==> config.mk <==
export PLATFORM = sky130hd
export DESIGN_NAME = positional_list_engine
export DESIGN_NICKNAME = d
export VERILOG_FILES = /design/src/rtl/ple_pkg.sv /design/src/rtl/positional_list_engine.sv
export SDC_FILE = /design/constraint.sdc
export NUM_CORES = 1
export LEC_CHECK = 0
export BUFFER_PORTS_ARGS = -buffer_cell sky130_fd_sc_hd__buf_2
export CAP_MARGIN = 30
export CORE_MARGIN = 2
export CORE_UTILIZATION = 61
export CTS_CLUSTER_SIZE = 24
export DETAILED_ROUTE_END_ITERATION = 8
export GPL_TIMING_DRIVEN = 0
export PLACE_DENSITY = 0.86
export SYNTH_ARGS = -nofsm -noshare
export SYNTH_HDL_FRONTEND = slang
export SYNTH_SLANG_ARGS = --single-unit
==> constraint.sdc <==
create_clock -name clock -period 3.7 [get_ports clock]
set_input_delay 1.11 -clock clock [delete_from_list [all_inputs] [get_ports clock]]
set_output_delay 1.11 -clock clock [all_outputs]
set_load 0.05 [all_outputs]
==> src/rtl/ple_pkg.sv <==
// ----------------------------------------------------------------------------
// ple_pkg
// command and status codes plus request/response widths for the list engine
// ----------------------------------------------------------------------------
package ple_pkg;

   localparam int REQ_DATA_W = 24;
   localparam int RSP_DATA_W = 32;

   typedef enum logic [2:0] {
      CMD_APPEND = 3'd0,
      CMD_INSERT = 3'd1,
      CMD_DELETE = 3'd2,
      CMD_READ   = 3'd3,
      CMD_LOCATE = 3'd4,
      CMD_CLEAR  = 3'd5
   } cmd_type;

   typedef enum logic [2:0] {
      STS_OK       = 3'd0,
      STS_BADPOS   = 3'd1,
      STS_FULL     = 3'd2,
      STS_NOTFOUND = 3'd3,
      STS_EMPTY    = 3'd4
   } status_type;

endpackage

==> src/rtl/positional_list_engine.sv <==
// ----------------------------------------------------------------------------
// positional_list_engine
// ordered byte list with append, positional insert/delete/read, locate and clear
// ----------------------------------------------------------------------------
// append, clear and rejected requests go straight to the done state; read
//   passes S_RD and S_RD_WAIT; insert walks from the tail back to the target,
//   delete from the target to the tail, locate from the head to a match or the
//   end; one request at a time, the element memory walked one entry per cycle
// a new request is taken while the previous response still waits
// reset clears the length and the handshake state; memory is not cleared
module positional_list_engine
   import ple_pkg::*;
#(
   parameter int CAPACITY = 16
) (
   input  logic                  clock,
   input  logic                  reset,
   input  logic                  req_tvalid,
   output logic                  req_tready,
   // [2:0] cmd, [10:3] position, [18:11] value, [23:19] zero
   input  logic [REQ_DATA_W-1:0] req_tdata,
   output logic                  rsp_tvalid,
   input  logic                  rsp_tready,
   // [2:0] status, [10:3] element, [18:11] found_at, [26:19] length,
   // [27] is_empty, [31:28] zero
   output logic [RSP_DATA_W-1:0] rsp_tdata
);

   localparam int CW = $clog2(CAPACITY + 1);   // count width
   localparam int AW = $clog2(CAPACITY);       // memory address width

   typedef enum logic [3:0] {
      S_IDLE, S_INS, S_INS_FIN, S_DEL, S_DEL_END, S_RD, S_RD_WAIT, S_LOC, S_DONE
   } state_type;

   // request fields
   logic [2:0] req_cmd;
   logic [7:0] req_position;
   logic [7:0] req_value;
   assign req_cmd      = req_tdata[2:0];
   assign req_position = req_tdata[10:3];
   assign req_value    = req_tdata[18:11];

   state_type  state_ff;
   logic [CW-1:0] count_ff;
   logic [CW-1:0] idx_ff;
   logic [CW-1:0] tgt_ff;
   logic [CW-1:0] cmp_idx_ff;
   logic [7:0]    val_ff;
   logic          wr_pend_ff;
   logic [AW-1:0] wr_addr_ff;
   logic          cap_ff;
   logic          cmp_pend_ff;
   logic [7:0]    rd_data_ff;
   status_type    status_ff;
   logic [7:0]    elem_ff;
   logic [7:0]    found_ff;
   logic          rsp_tvalid_ff;
   logic [RSP_DATA_W-1:0] rsp_tdata_ff;

   // element store, one write and one registered read per cycle
   logic [7:0]    mem [CAPACITY];
   logic          mem_we;
   logic [AW-1:0] mem_waddr;
   logic [7:0]    mem_wdata;
   logic          mem_re;
   logic [AW-1:0] mem_raddr;

   logic          req_take;
   logic          hit;
   logic [CW-1:0] idx_m1;
   logic [CW-1:0] req_tgt;
   logic          pos_zero;
   logic          pos_gt_count;
   logic          pos_gt_count_p1;
   logic          is_full;

   assign req_tready = (state_ff == S_IDLE);
   assign req_take   = req_tvalid && req_tready;
   assign rsp_tvalid = rsp_tvalid_ff;
   assign rsp_tdata  = rsp_tdata_ff;

   assign idx_m1          = idx_ff - 1'b1;
   assign req_tgt         = CW'(req_position - 8'd1);
   assign pos_zero        = (req_position == 8'd0);
   assign pos_gt_count    = {1'b0, req_position} > 9'(count_ff);
   assign pos_gt_count_p1 = {1'b0, req_position} > (9'(count_ff) + 9'd1);
   assign is_full         = (count_ff == CW'(CAPACITY));
   // compare result of the entry read in the previous cycle
   assign hit             = cmp_pend_ff && (rd_data_ff == val_ff);

   // memory port steering: pending shift writes by default
   always_comb begin
      mem_we    = wr_pend_ff;
      mem_waddr = wr_addr_ff;
      mem_wdata = rd_data_ff;
      mem_re    = 1'b0;
      mem_raddr = idx_ff[AW-1:0];
      unique case (state_ff)
         S_IDLE: begin
            // append writes straight into the tail slot
            if (req_take && (cmd_type'(req_cmd) == CMD_APPEND) && !is_full) begin
               mem_we    = 1'b1;
               mem_waddr = count_ff[AW-1:0];
               mem_wdata = req_value;
            end
         end
         S_INS: begin
            // walk from the tail toward the target, one entry back per cycle
            if (idx_ff != tgt_ff) begin
               mem_re    = 1'b1;
               mem_raddr = idx_m1[AW-1:0];
            end
         end
         S_INS_FIN: begin
            mem_we    = 1'b1;
            mem_waddr = tgt_ff[AW-1:0];
            mem_wdata = val_ff;
         end
         S_DEL: begin
            mem_re = 1'b1;
         end
         S_RD: begin
            mem_re    = 1'b1;
            mem_raddr = tgt_ff[AW-1:0];
         end
         S_LOC: begin
            if (!hit && (idx_ff < count_ff)) begin
               mem_re = 1'b1;
            end
         end
         default: begin
         end
      endcase
   end

   always_ff @(posedge clock) begin
      if (mem_we) begin
         mem[mem_waddr] <= mem_wdata;
      end
      if (mem_re) begin
         rd_data_ff <= mem[mem_raddr];
      end
   end

   // sequencer
   always_ff @(posedge clock) begin
      if (reset) begin
         state_ff      <= S_IDLE;
         count_ff      <= '0;
         wr_pend_ff    <= 1'b0;
         cap_ff        <= 1'b0;
         cmp_pend_ff   <= 1'b0;
         rsp_tvalid_ff <= 1'b0;
      end else begin
         wr_pend_ff  <= 1'b0;
         cap_ff      <= 1'b0;
         cmp_pend_ff <= 1'b0;
         // the done state reloads the output register itself
         if (rsp_tvalid_ff && rsp_tready && (state_ff != S_DONE)) begin
            rsp_tvalid_ff <= 1'b0;
         end
         unique case (state_ff)
            S_IDLE: begin
               if (req_take) begin
                  val_ff    <= req_value;
                  elem_ff   <= 8'd0;
                  found_ff  <= 8'd0;
                  status_ff <= STS_OK;
                  tgt_ff    <= req_tgt;
                  state_ff  <= S_DONE;
                  case (req_cmd)
                     CMD_APPEND: begin
                        if (is_full) begin
                           status_ff <= STS_FULL;
                        end else begin
                           count_ff <= count_ff + 1'b1;
                        end
                     end
                     CMD_INSERT: begin
                        // position checked before fullness
                        if (pos_zero || pos_gt_count_p1) begin
                           status_ff <= STS_BADPOS;
                        end else if (is_full) begin
                           status_ff <= STS_FULL;
                        end else begin
                           idx_ff   <= count_ff;
                           state_ff <= S_INS;
                        end
                     end
                     CMD_DELETE: begin
                        if (pos_zero || pos_gt_count) begin
                           status_ff <= STS_BADPOS;
                        end else begin
                           idx_ff   <= req_tgt;
                           state_ff <= S_DEL;
                        end
                     end
                     CMD_READ: begin
                        if (pos_zero || pos_gt_count) begin
                           status_ff <= STS_BADPOS;
                        end else begin
                           state_ff <= S_RD;
                        end
                     end
                     CMD_LOCATE: begin
                        idx_ff   <= '0;
                        state_ff <= S_LOC;
                     end
                     CMD_CLEAR: begin
                        if (count_ff == '0) begin
                           status_ff <= STS_EMPTY;
                        end else begin
                           count_ff <= '0;
                        end
                     end
                     default: begin
                        // unused codes: no operation
                     end
                  endcase
               end
            end
            S_INS: begin
               // entry idx-1 read now lands in idx next cycle
               if (idx_ff != tgt_ff) begin
                  wr_pend_ff <= 1'b1;
                  wr_addr_ff <= idx_ff[AW-1:0];
                  idx_ff     <= idx_m1;
               end else begin
                  state_ff <= S_INS_FIN;
               end
            end
            S_INS_FIN: begin
               count_ff <= count_ff + 1'b1;
               state_ff <= S_DONE;
            end
            S_DEL: begin
               // first read returns the removed byte, later ones move forward
               cap_ff     <= (idx_ff == tgt_ff);
               wr_pend_ff <= (idx_ff != tgt_ff);
               wr_addr_ff <= idx_m1[AW-1:0];
               if (cap_ff) begin
                  elem_ff <= rd_data_ff;
               end
               if (idx_ff == count_ff - 1'b1) begin
                  state_ff <= S_DEL_END;
               end else begin
                  idx_ff <= idx_ff + 1'b1;
               end
            end
            S_DEL_END: begin
               if (cap_ff) begin
                  elem_ff <= rd_data_ff;
               end
               count_ff <= count_ff - 1'b1;
               state_ff <= S_DONE;
            end
            S_RD: begin
               state_ff <= S_RD_WAIT;
            end
            S_RD_WAIT: begin
               elem_ff  <= rd_data_ff;
               state_ff <= S_DONE;
            end
            S_LOC: begin
               if (hit) begin
                  found_ff <= 8'(cmp_idx_ff) + 8'd1;
                  state_ff <= S_DONE;
               end else if (idx_ff < count_ff) begin
                  cmp_pend_ff <= 1'b1;
                  cmp_idx_ff  <= idx_ff;
                  idx_ff      <= idx_ff + 1'b1;
               end else if (!cmp_pend_ff) begin
                  status_ff <= STS_NOTFOUND;
                  state_ff  <= S_DONE;
               end
            end
            S_DONE: begin
               // load the output register once it is free
               if (!rsp_tvalid_ff || rsp_tready) begin
                  rsp_tvalid_ff <= 1'b1;
                  rsp_tdata_ff  <= {4'd0, (count_ff == '0), 8'(count_ff),
                                    found_ff, elem_ff, 3'(status_ff)};
                  state_ff      <= S_IDLE;
               end
            end
            default: begin
               state_ff <= S_IDLE;
            end
         endcase
      end
   end

   // length never passes capacity
   a_count_range: assert property (@(posedge clock) disable iff (reset)
      count_ff <= CW'(CAPACITY))
      else $error("list length beyond capacity");

   // shift writes never spill into the next request
   a_no_pend_idle: assert property (@(posedge clock) disable iff (reset)
      (state_ff == S_IDLE) |-> !wr_pend_ff)
      else $error("pending memory write while idle");

   // every read touches a live element
   a_read_live: assert property (@(posedge clock) disable iff (reset)
      mem_re |-> (CW'(mem_raddr) < count_ff))
      else $error("memory read beyond list length");

   // writes stay within the list or its new tail slot
   a_write_range: assert property (@(posedge clock) disable iff (reset)
      mem_we |-> (CW'(mem_waddr) <= count_ff))
      else $error("memory write beyond list tail");

   // emptiness flag agrees with the reported length
   a_empty_flag: assert property (@(posedge clock) disable iff (reset)
      rsp_tvalid_ff |-> (rsp_tdata_ff[27] == (rsp_tdata_ff[26:19] == 8'd0)))
      else $error("empty flag disagrees with length");

endmodule

# Word level (Yosys, flattened, before mapping)
# Memories as Yosys holds them, arrays and structs flattened. A register that Yosys moved wholly into a read port is not among the register bits.
# Index checks and enable logic that the tools add are counted.
[totals]
register_bits = 84
mem_bits_rw = 128
wordCells = 171
n_memories = 1
[memory_table]
columns = ["memory", "words", "width", "read_ports", "rd_clocked_by_memory_dff", "wr", "line_no", "source"]
rows = [
  ["mem", 16, 8, 1, 1, 1, "positional_list_engine.sv:62", "logic [7:0] mem [CAPACITY];"],
]
[classes]
addsub = 7
n_lt_le_gt_ge = 3
n_eq_ne = 40
muxes = 63
n_bitwise = 4
reduce_logical = 38
[ops]
columns = ["operator", "n"]
rows = [
  ["4-bit two-way mux", 14],
  ["5-bit two-way mux", 11],
  ["8-bit two-way mux", 4],
  ["8-bit case mux with 2 select lines", 2],
  ["5-bit case mux with 3 select lines", 2],
  ["4-bit case mux with 7 select lines", 1],
  ["4-bit case mux with 2 select lines", 3],
  ["8-bit case mux with 3 select lines", 1],
  ["3-bit inequality test (second input constant)", 7],
  ["2-bit inequality test (second input constant)", 10],
  ["5-bit case mux with 4 select lines", 1],
  ["4-bit by 3-bit == test with 1-bit output (second input constant)", 4],
  ["4-bit case mux with 4 select lines", 1],
  ["3-bit two-way mux", 5],
  ["5-bit by 1-bit subtractor with 5-bit output (second input constant)", 3],
  ["5-bit by 1-bit adder with 6-bit output (second input constant)", 2],
  ["3-bit case mux with 4 select lines", 1],
  ["4-bit AND reduction", 3],
  ["6-bit AND reduction", 2],
  ["11-bit AND reduction", 1],
  ["5-bit by 1-bit adder with 5-bit output (second input constant)", 2],
  ["5-bit == test", 2],
  ["1-bit two-way mux", 10],
  ["5-bit case mux with 2 select lines", 1],
  ["other kinds (35)", 62],
]

# Longest topological paths before layout
# Gate-level depths: netlist (run 1).
[logic_depth]
word_depth = 8
depth_mapped = 12
depth_no_buf = 11

# Worst setup path after synthesis (run 1)
# OpenSTA, ideal clock, no wires.
[synth_path]
kind = "register -> register"
startpoint = "register count_ff[3]"
endpoint = "register idx_ff[0], enable pin"
setup_ps = 363
arrival_ps = 3051
required_time_ps = 3337
slack_ps = 286
stages_incl_launch_ff = 11
cell_sequence = "dfxtp_1 clkbuf_1 inv_1 or4_1 ha_1 a2111oi_0 mux2_2 a31oi_1 a21o_1 or2_2 a41oi_1"
[synth_via]
elab_chain_len = 5
word_cells_on_any_way = 15
cone_classes = "2 x add/sub; 3 x order compare; 7 x eq/ne; 3 x reduce/logical"
[synth_lines]
columns = ["item", "line_no", "source"]
rows = [
  ["from (decl)", "positional_list_engine.sv:45", "logic [CW-1:0] count_ff;"],
  ["from (signal assigned)", "positional_list_engine.sv:177", "count_ff <= count_ff + 1'b1;"],
  ["from (signal assigned)", "positional_list_engine.sv:234", "count_ff <= count_ff + 1'b1;"],
  ["from (signal assigned)", "positional_list_engine.sv:255", "count_ff <= count_ff - 1'b1;"],
  ["5-bit by 1-bit adder with 6-bit output", "positional_list_engine.sv:87", "assign pos_gt_count_p1 = {1'b0, req_position} > (9'(count_ff) + 9'd1);"],
  ["8-bit by 6-bit greater-than comparator with 1-bit output", "positional_list_engine.sv:87", ""],
  ["1-bit logical OR", "positional_list_engine.sv:182", "if (pos_zero || pos_gt_count_p1) begin"],
  ["3-bit inequality test (no source line)", "--", ""],
  ["11-bit AND reduction (no source line) *", "--", ""],
  ["to (signal assigned)", "positional_list_engine.sv:187", "idx_ff <= count_ff;"],
  ["to (signal assigned)", "positional_list_engine.sv:195", "idx_ff <= req_tgt;"],
  ["to (signal assigned)", "positional_list_engine.sv:228", "idx_ff <= idx_m1;"],
  ["to (decl)", "positional_list_engine.sv:46", "logic [CW-1:0] idx_ff;"],
]
# Mark *: on every way between the ends. The rest lies on a longest branch, timed or not.
# A chain may end at the register's enable or synchronous reset.

# Final worst setup path (run 1)
[layout_path]
startpoint = "register count_ff[1]"
endpoint = "memory mem[9][1], enable pin"
[layout_via]
elab_chain_len = 7
word_cells_on_any_way = 9
cone_classes = "1 x eq/ne; 6 x mux; 2 x reduce/logical"
[layout_lines]
columns = ["item", "line_no", "source"]
rows = [
  ["5-bit == test", "positional_list_engine.sv:88", "assign is_full = (count_ff == CW'(CAPACITY));"],
  ["1-bit zero test", "positional_list_engine.sv:102", "if (req_take && (cmd_type'(req_cmd) == CMD_APPEND) && !is_full) begin"],
  ["1-bit logical AND", "positional_list_engine.sv:102", ""],
  ["1-bit two-way mux", "positional_list_engine.sv:102", ""],
  ["1-bit case mux with 2 select lines", "positional_list_engine.sv:99", "unique case (state_ff)"],
  ["1-bit two-way mux", "positional_list_engine.sv:138", "if (mem_we) begin"],
  ["1-bit two-way mux (not written as such)", "positional_list_engine.sv:139", "mem[mem_waddr] <= mem_wdata;"],
  ["to (decl)", "positional_list_engine.sv:62", ""],
]
# Parallel ways exist; a longest one is shown, timed or not.

==> run metrics, run 1 <==
die area=0.0184 sq mm; Comb pwr share=34.0%; post-synthesis average cell area=12.4 sq um; Internal Power=5.18 mW; clock latency at the later pin of the worst-skew pair=0.51 ns; mapped cell area=0.0106 sq mm; Worst IR Drop VDD=0.490 mV; Rel. slew slack=27.7%; EDFF count, synth=203; Top FF cell, synth=edfxtp_1; Initial Util=61.7%; Commonest cells post-synth=edfxtp_1, inv_1, nor2_1; final worst setup slack=-0.0848 ns; I/O Buffers=46; crit path DAT=3.92 ns; Max Root-Sink Buffers=3; drt wl/cell=22.3 microns; Seq. cell area=0.00636 sq mm; sequential fraction of the synthesis area=60.2%; warning count from the yosys run=0; XOR/XNOR share of the synthesized area=2.82%; Hold Slack=0.421 ns; Sw Share=36.0%; DRC errors left=0; Yosys top cell by area=edfxtp_1; Final period util=102%; DIE HEIGHT=136 microns; largest net degree at the start of global routing=17; register share of total power=41.5%; CTS sink count=216; Worst Setup End Kind=flip-flop; failing checks=setup timing; first-pass iteration count of the detailed router=6; Multi-input gate area=0.00384 sq mm; RePlAce Congestion=0.974; Crit path largest cell delay=0.62 ns; Max-Cap Viols=0; Worst Hold Depth=0; Tmin final=3.78 ns; synth unique cells=72; adder-cell share of the synthesized area=2.61%; post-DP HPWL=18,200 microns; vias in the first global route=7,372; area growth from synthesis to layout=13.0%; cell count after synthesis=855; crit path launch type=flip-flop; setup violators final=16; r2r worst-path depth=11; Row Count=48; CP max FO=10; Fmax=0.264 GHz; gr usage total=28.7%; clk root buf=clkbuf_16; FFs w/ async S/R, synth=0%; Slew @ Worst Pin=1.08 ns; Synth top area share=57.7%; final wirelength=26,300 microns; unrepaired setup endpoints after global routing=true; FILL cells=1,163; Synth Register Bits=216; Leakage Power=4.23 nW; clock power share=24.5%; CP Data Required Time=3.84 ns; total CTS buffers=21; post-synthesis mux area share=4.22%; CTS tree=yes; I/O pin cnt=62; largest cells by area after synthesis=edfxtp_1, mux2i_1, a2111oi_0; Slowest-stage cell, CP=nor2_1; area of the core=0.0171 sq mm; Synth Area in Compound Gates=15.1%; die width=136 microns; count leader, synth=edfxtp_1; routed vias=7,830; antenna violations before repair=1; Vias/cell=6.64; first-pass GRT wire length=40,500 microns; Synth Area in Simple Gates=10.1%; Clock Skews=0.0131 ns; main combinational cell family by area after synthesis=compound AO/OA/AOI/OAI gates; max-slew violations=0; Detail Route Antenna Nets=0; Clock transition at path regs=0.06 ns; # H-tree levels=1; crit path cell chain=clkbuf_1 -> inv_1 -> ha_1 -> nand4bb_1 -> nand4_1 -> buf_2 -> a21oi_1 -> a211o_1 -> o221ai_1 -> nand2b_1 -> nor2_1; Pwr Density=678 mW/mm^2; Final nets=990; gr ovfl total=0; final hold vios=0; crit path kind=reg -> reg; status=finished with violations; Psw=2.91 mW; Hold WC Path Type=reg -> reg; 1st-iter DRT viols=1,147; total power=8.09 mW; layout cells sized above 1=16.9%
==> power groups by stage <==
stage	clock, mW	sequential, mW	combinational, mW
2_1_floorplan	0	3.44	1.68
3_3_place_gp	0	3.40	2.44
3_5_place_dp	0	3.40	2.59
4_1_cts	1.99	3.35	2.63
5_1_grt	2.08	3.37	2.92
6_report	1.98	3.35	2.75
==> cells by family after synthesis <==
| logic type | count (synthesis) |
|---|---|
| compound gates | 223 |
| flops | 216 |
| simple gates | 203 |
| buf+inv | 112 |
| mux | 44 |
| xor+xnor | 34 |
| fa+ha+maj | 22 |
| other cells | 1 |
==> sequential cells by signal, summed over array words and instances, names as in the netlist, 3 cells and up <==
name        flops
elem_ff         8
found_ff        6
tgt_ff          5
wr_addr_ff      4
val_ff          8
rsp_tdata      23
cmp_idx_ff      5
idx_ff          5
mem           128
status_ff       3
state_ff        4
rd_data_ff      8
count_ff        5
==> per-layer routing <==
metal	wire length (microns)	share of wire, %	vias to the layer above	track usage [%]
met3	3000	11	99	6.73
li1	-	-	3446	-
met4	817	3.1	0	9.95
met5	0	0	-	0
met2	12300	47	551	45.5
met1	10200	39	3734	39.4
==> final timing paths <==
path	startpoint	endpoint	slack, ns
max	count_ff[1]$_SDFFE_PP0P_	mem[9][1]$_DFFE_PP_	-0.08
min	elem_ff[3]$_SDFFCE_PN0P_	rsp_tdata[6]$_DFFE_PP_	0.42
max reg2reg	count_ff[1]$_SDFFE_PP0P_	mem[9][1]$_DFFE_PP_	-0.08
min reg2reg	elem_ff[3]$_SDFFCE_PN0P_	rsp_tdata[6]$_DFFE_PP_	0.42
==> cell type report <==
cell class / instances / share of cell area, %
Multi-Input combinational cell: 535 / 32.2
Sequential cell: 216 / 53.2
Clock inverter: 9 / 0.608
Clock buffer: 27 / 4.59
Timing Repair Buffer: 55 / 2.58
Inverter: 54 / 1.70
Antenna cell: 1 / 0.0210
Tap cell: 225 / 2.36
Buffer: 57 / 2.69
==> worst max-delay path: cells and delay by family, from the launching register on <==
kind            cells  cell delay (ns)
flops               1             0.32
fa+ha+maj           1             0.31
compound gates      3             0.53
buf+inv             3             0.81
simple gates        4             1.43
==> layout by cell type, fill, tap and decap left out, types with 13 or more instances in the layout <==
master,Yosys,layout
clkbuf_16,0,21
a31oi_1,37,37
a211oi_1,27,27
xnor2_1,23,23
o21ai_0,20,20
dfxtp_1,13,13
ha_1,22,22
mux2i_1,40,39
edfxtp_1,203,203
nor3_1,18,17
clkbuf_1,32,32
buf_2,6,52
o22ai_1,13,13
a21oi_1,33,28
a2111oi_0,35,32
inv_1,53,53
nor2_1,47,37
buf_4,11,15
nand2_1,42,42
==> stage by stage <==
step / worst slack [ns] / cell area, sq um / utilization [%] / std cells / TNS, ns
2_1_floorplan: 0.286 / 10600 / - / 863 / 0
5_1_grt: -0.211 / 11900 / 69.7 / 1178 / -5.44
3_5_place_dp: -0.368 / 11200 / 65.4 / 1141 / -10.23
3_3_place_gp: -0.573 / 11100 / 64.9 / 1134 / -22.73
6_report: -0.0848 / 11900 / 69.7 / 1179 / -1.08
4_1_cts: 0.00405 / 11800 / 69.2 / 1177 / 0
==> repair_timing <==
action	CTS	global route
endpoints found under the setup margin	46	133
pin swaps	0	2
setup buffers	0	2
gates resized for setup	11	24
hold buffers	0	0
No activity file was read; power rests on OpenSTA's default activity.
==> run 2: changes to the inputs <==
--- a/config.mk
+++ b/config.mk
@@ -8,11 +8,11 @@
 export BUFFER_PORTS_ARGS = -buffer_cell sky130_fd_sc_hd__buf_2
 export CAP_MARGIN = 30
 export CORE_MARGIN = 2
-export CORE_UTILIZATION = 61
+export CORE_UTILIZATION = 30
 export CTS_CLUSTER_SIZE = 24
 export DETAILED_ROUTE_END_ITERATION = 8
 export GPL_TIMING_DRIVEN = 0
-export PLACE_DENSITY = 0.86
+export PLACE_DENSITY = 0.51
 export SYNTH_ARGS = -nofsm -noshare
 export SYNTH_HDL_FRONTEND = slang
 export SYNTH_SLANG_ARGS = --single-unit
==> run metrics, run 2 (same netlist as run 1, synthesis figures left out) <==
status=finished clean (was finished with violations); drt wl/cell=20.1 microns (was 22.3 microns); Worst Setup End Kind=flip-flop (unchanged); area growth from synthesis to layout=18.5% (was 13.0%); Initial Util=30.5% (was 61.7%); first-pass iteration count of the detailed router=6 (unchanged); Leakage Power=4.34 nW (was 4.23 nW); antenna violations before repair=1 (unchanged); gr ovfl total=0 (unchanged); CP Data Required Time=4.08 ns (was 3.84 ns); crit path kind=reg -> reg (unchanged); Hold WC Path Type=reg -> reg (unchanged); cell family with most CP delay=compound AO/OA/AOI/OAI gates (was simple AND/OR/NAND/NOR gates); DRC errors left=0 (unchanged); crit path from=state_ff[0]$_SDFFE_PP0P_ (was count_ff[1]$_SDFFE_PP0P_); largest reg by FF count=mem (unchanged); Detail Route Antenna Nets=0 (unchanged); hold path endpoint=rsp_tdata[0]$_DFFE_PP_ (was rsp_tdata[6]$_DFFE_PP_); Levels on crit path=8 (was 11); Post-Layout Cell Count=1,416 (was 1,179); Hold Buf Count CTS=0 (unchanged); vias in the first global route=7,132 (was 7,372); Max Root-Sink Buffers=3 (unchanged); final wirelength=28,400 microns (was 26,300 microns); DIE HEIGHT=192 microns (was 136 microns); RePlAce Congestion=0.888 (was 0.974); crit path launch type=flip-flop (unchanged); area of the core=0.0346 sq mm (was 0.0171 sq mm); total CTS buffers=24 (was 21); I/O pin cnt=62 (unchanged); final hold vios=0 (unchanged); I/O Buffers=46 (unchanged); Crit path largest cell delay=0.91 ns (was 0.62 ns); gr usage total=15.6% (was 28.7%); most frequent CP cell=buf_6; Row Count=68 (was 48); hold_sp=status_ff[0]$_SDFFCE_PP1P_ (was elem_ff[3]$_SDFFCE_PN0P_); Vias/cell=5.23 (was 6.64); routed vias=7,401 (was 7,830); 1st-iter DRT viols=649 (was 1,147); Final nets=992 (was 990); most frequent cells in the layout=edfxtp_1, inv_1, buf_2 (unchanged); Worst R2R Setup Slack=0.005 ns (was -0.08 ns); die area=0.0367 sq mm (was 0.0184 sq mm); commonest non-fill, non-tap cell in the layout=edfxtp_1 (unchanged); unrepaired setup endpoints after global routing=false (was true); Worst IR Drop VDD=0.392 mV (was 0.490 mV); Final period util=99.9% (was 102%); max-slew violations=0 (unchanged); CTS tree=yes (unchanged); Area after DPL=0.0115 sq mm (was 0.0112 sq mm); Largest register FFs=128 (unchanged); layout cells sized above 1=19.1% (was 16.9%); r2r worst-path depth=8 (was 11); post-DP HPWL=20,600 microns (was 18,200 microns); Clock transition at path regs=0.07 ns (was 0.06 ns); Max-Cap Viols=0 (unchanged); Worst Hold Depth=0 (unchanged); Rel. slew slack=32.4% (was 27.7%); crit path DAT=4.08 ns (was 3.92 ns); Tmin final=3.69 ns (was 3.78 ns); clk root buf=clkbuf_16 (unchanged); Pwr Density=688 mW/mm^2 (was 678 mW/mm^2); CTS sink count=216 (unchanged); clock latency at the later pin of the worst-skew pair=0.53 ns (was 0.51 ns); Clock Skews=0.0132 ns (was 0.0131 ns); placed insts=1,370 (was 1,141); Slew @ Worst Pin=0.988 ns (was 1.08 ns); end of the worst register-to-register path=rd_data_ff[1]$_DFFE_PP_ (was mem[9][1]$_DFFE_PP_); fin area=0.0125 sq mm (was 0.0119 sq mm); CP max FO=10 (unchanged); die width=192 microns (was 136 microns); first-pass GRT wire length=43,200 microns (was 40,500 microns); # H-tree levels=1 (unchanged); final core utilization=36.2% (was 69.7%); Slowest-stage cell, CP=a2111oi_0 (was nor2_1); start of the worst register-to-register path=state_ff[0]$_SDFFE_PP0P_ (was count_ff[1]$_SDFFE_PP0P_); Setup TNS=0 ns (was -1.08 ns); worst path buffer plus inverter count=2 (was 3); setup violators final=0 (was 16); Fmax=0.271 GHz (was 0.264 GHz); crit path cell chain=or3b_1 -> a21oi_1 -> and3_1 -> buf_6 -> buf_6 -> mux2i_1 -> a2111oi_0 -> or4_1 (was clkbuf_1 -> inv_1 -> ha_1 -> nand4bb_1 -> nand4_1 -> buf_2 -> a21oi_1 -> a211o_1 -> o221ai_1 -> nand2b_1 -> nor2_1); largest net degree at the start of global routing=17 (unchanged)
-- run 2: where the power goes --
group / internal (mW) / switching (mW) / leakage [nW]
clock: 1.45 / 0.974 / 0.389
combinational: 0.882 / 1.96 / 1.99
sequential: 3.21 / 0.140 / 1.96
total: 5.54 / 3.07 / 4.34
-- run 2: metal layers --
metal / global-route usage, % / part of all wire, % / up-vias
met5: 0 / 0 / -
met4: 4.11 / 2.0 / 0
met3: 2.48 / 5.8 / 42
met2: 24.9 / 46 / 235
met1: 21.9 / 46 / 3653
li1: - / - / 3471
-- run 2: what timing repair did --
action,CTS,global route
endpoints found under the setup margin,137,141
setup buffers,0,2
gates resized for setup,33,21
pin swaps,0,1
-- run 2: final cells by class --
class / instances / area (sq um)
diodes: 1 / 2.50
plain buffers: 57 / 322
clock buffers: 31 / 647
clock inverters: 13 / 161
fillers: 3404 / 22100
inverters: 54 / 203
multi-input cells: 535 / 3950
flip-flops and latches: 216 / 6360
well taps: 455 / 569
repair buffers: 54 / 309
-- run 2: per-stage QoR --
step,setup slack (ns),hold WS [ns],power (mW)
after floorplan,0.286,0.400,5.12
after global placement,-0.662,0.402,6.03
after detailed placement,-0.540,0.405,6.14
after CTS,-0.130,0.420,8.62
after global routing,0.00578,0.435,9.03
final,0.00502,0.418,8.61
-- run 2: worst max path at each step --
stage                                    to  slack [ns]
detailed placement      idx_ff[1]$_DFFE_PP_       -0.54
finish              rd_data_ff[1]$_DFFE_PP_       0.005
global route            mem[4][2]$_DFFE_PP_       0.006
floorplan               idx_ff[0]$_DFFE_PP_        0.29
global placement    rsp_tdata[20]$_DFFE_PP_       -0.66
CTS                     mem[6][7]$_DFFE_PP_       -0.13
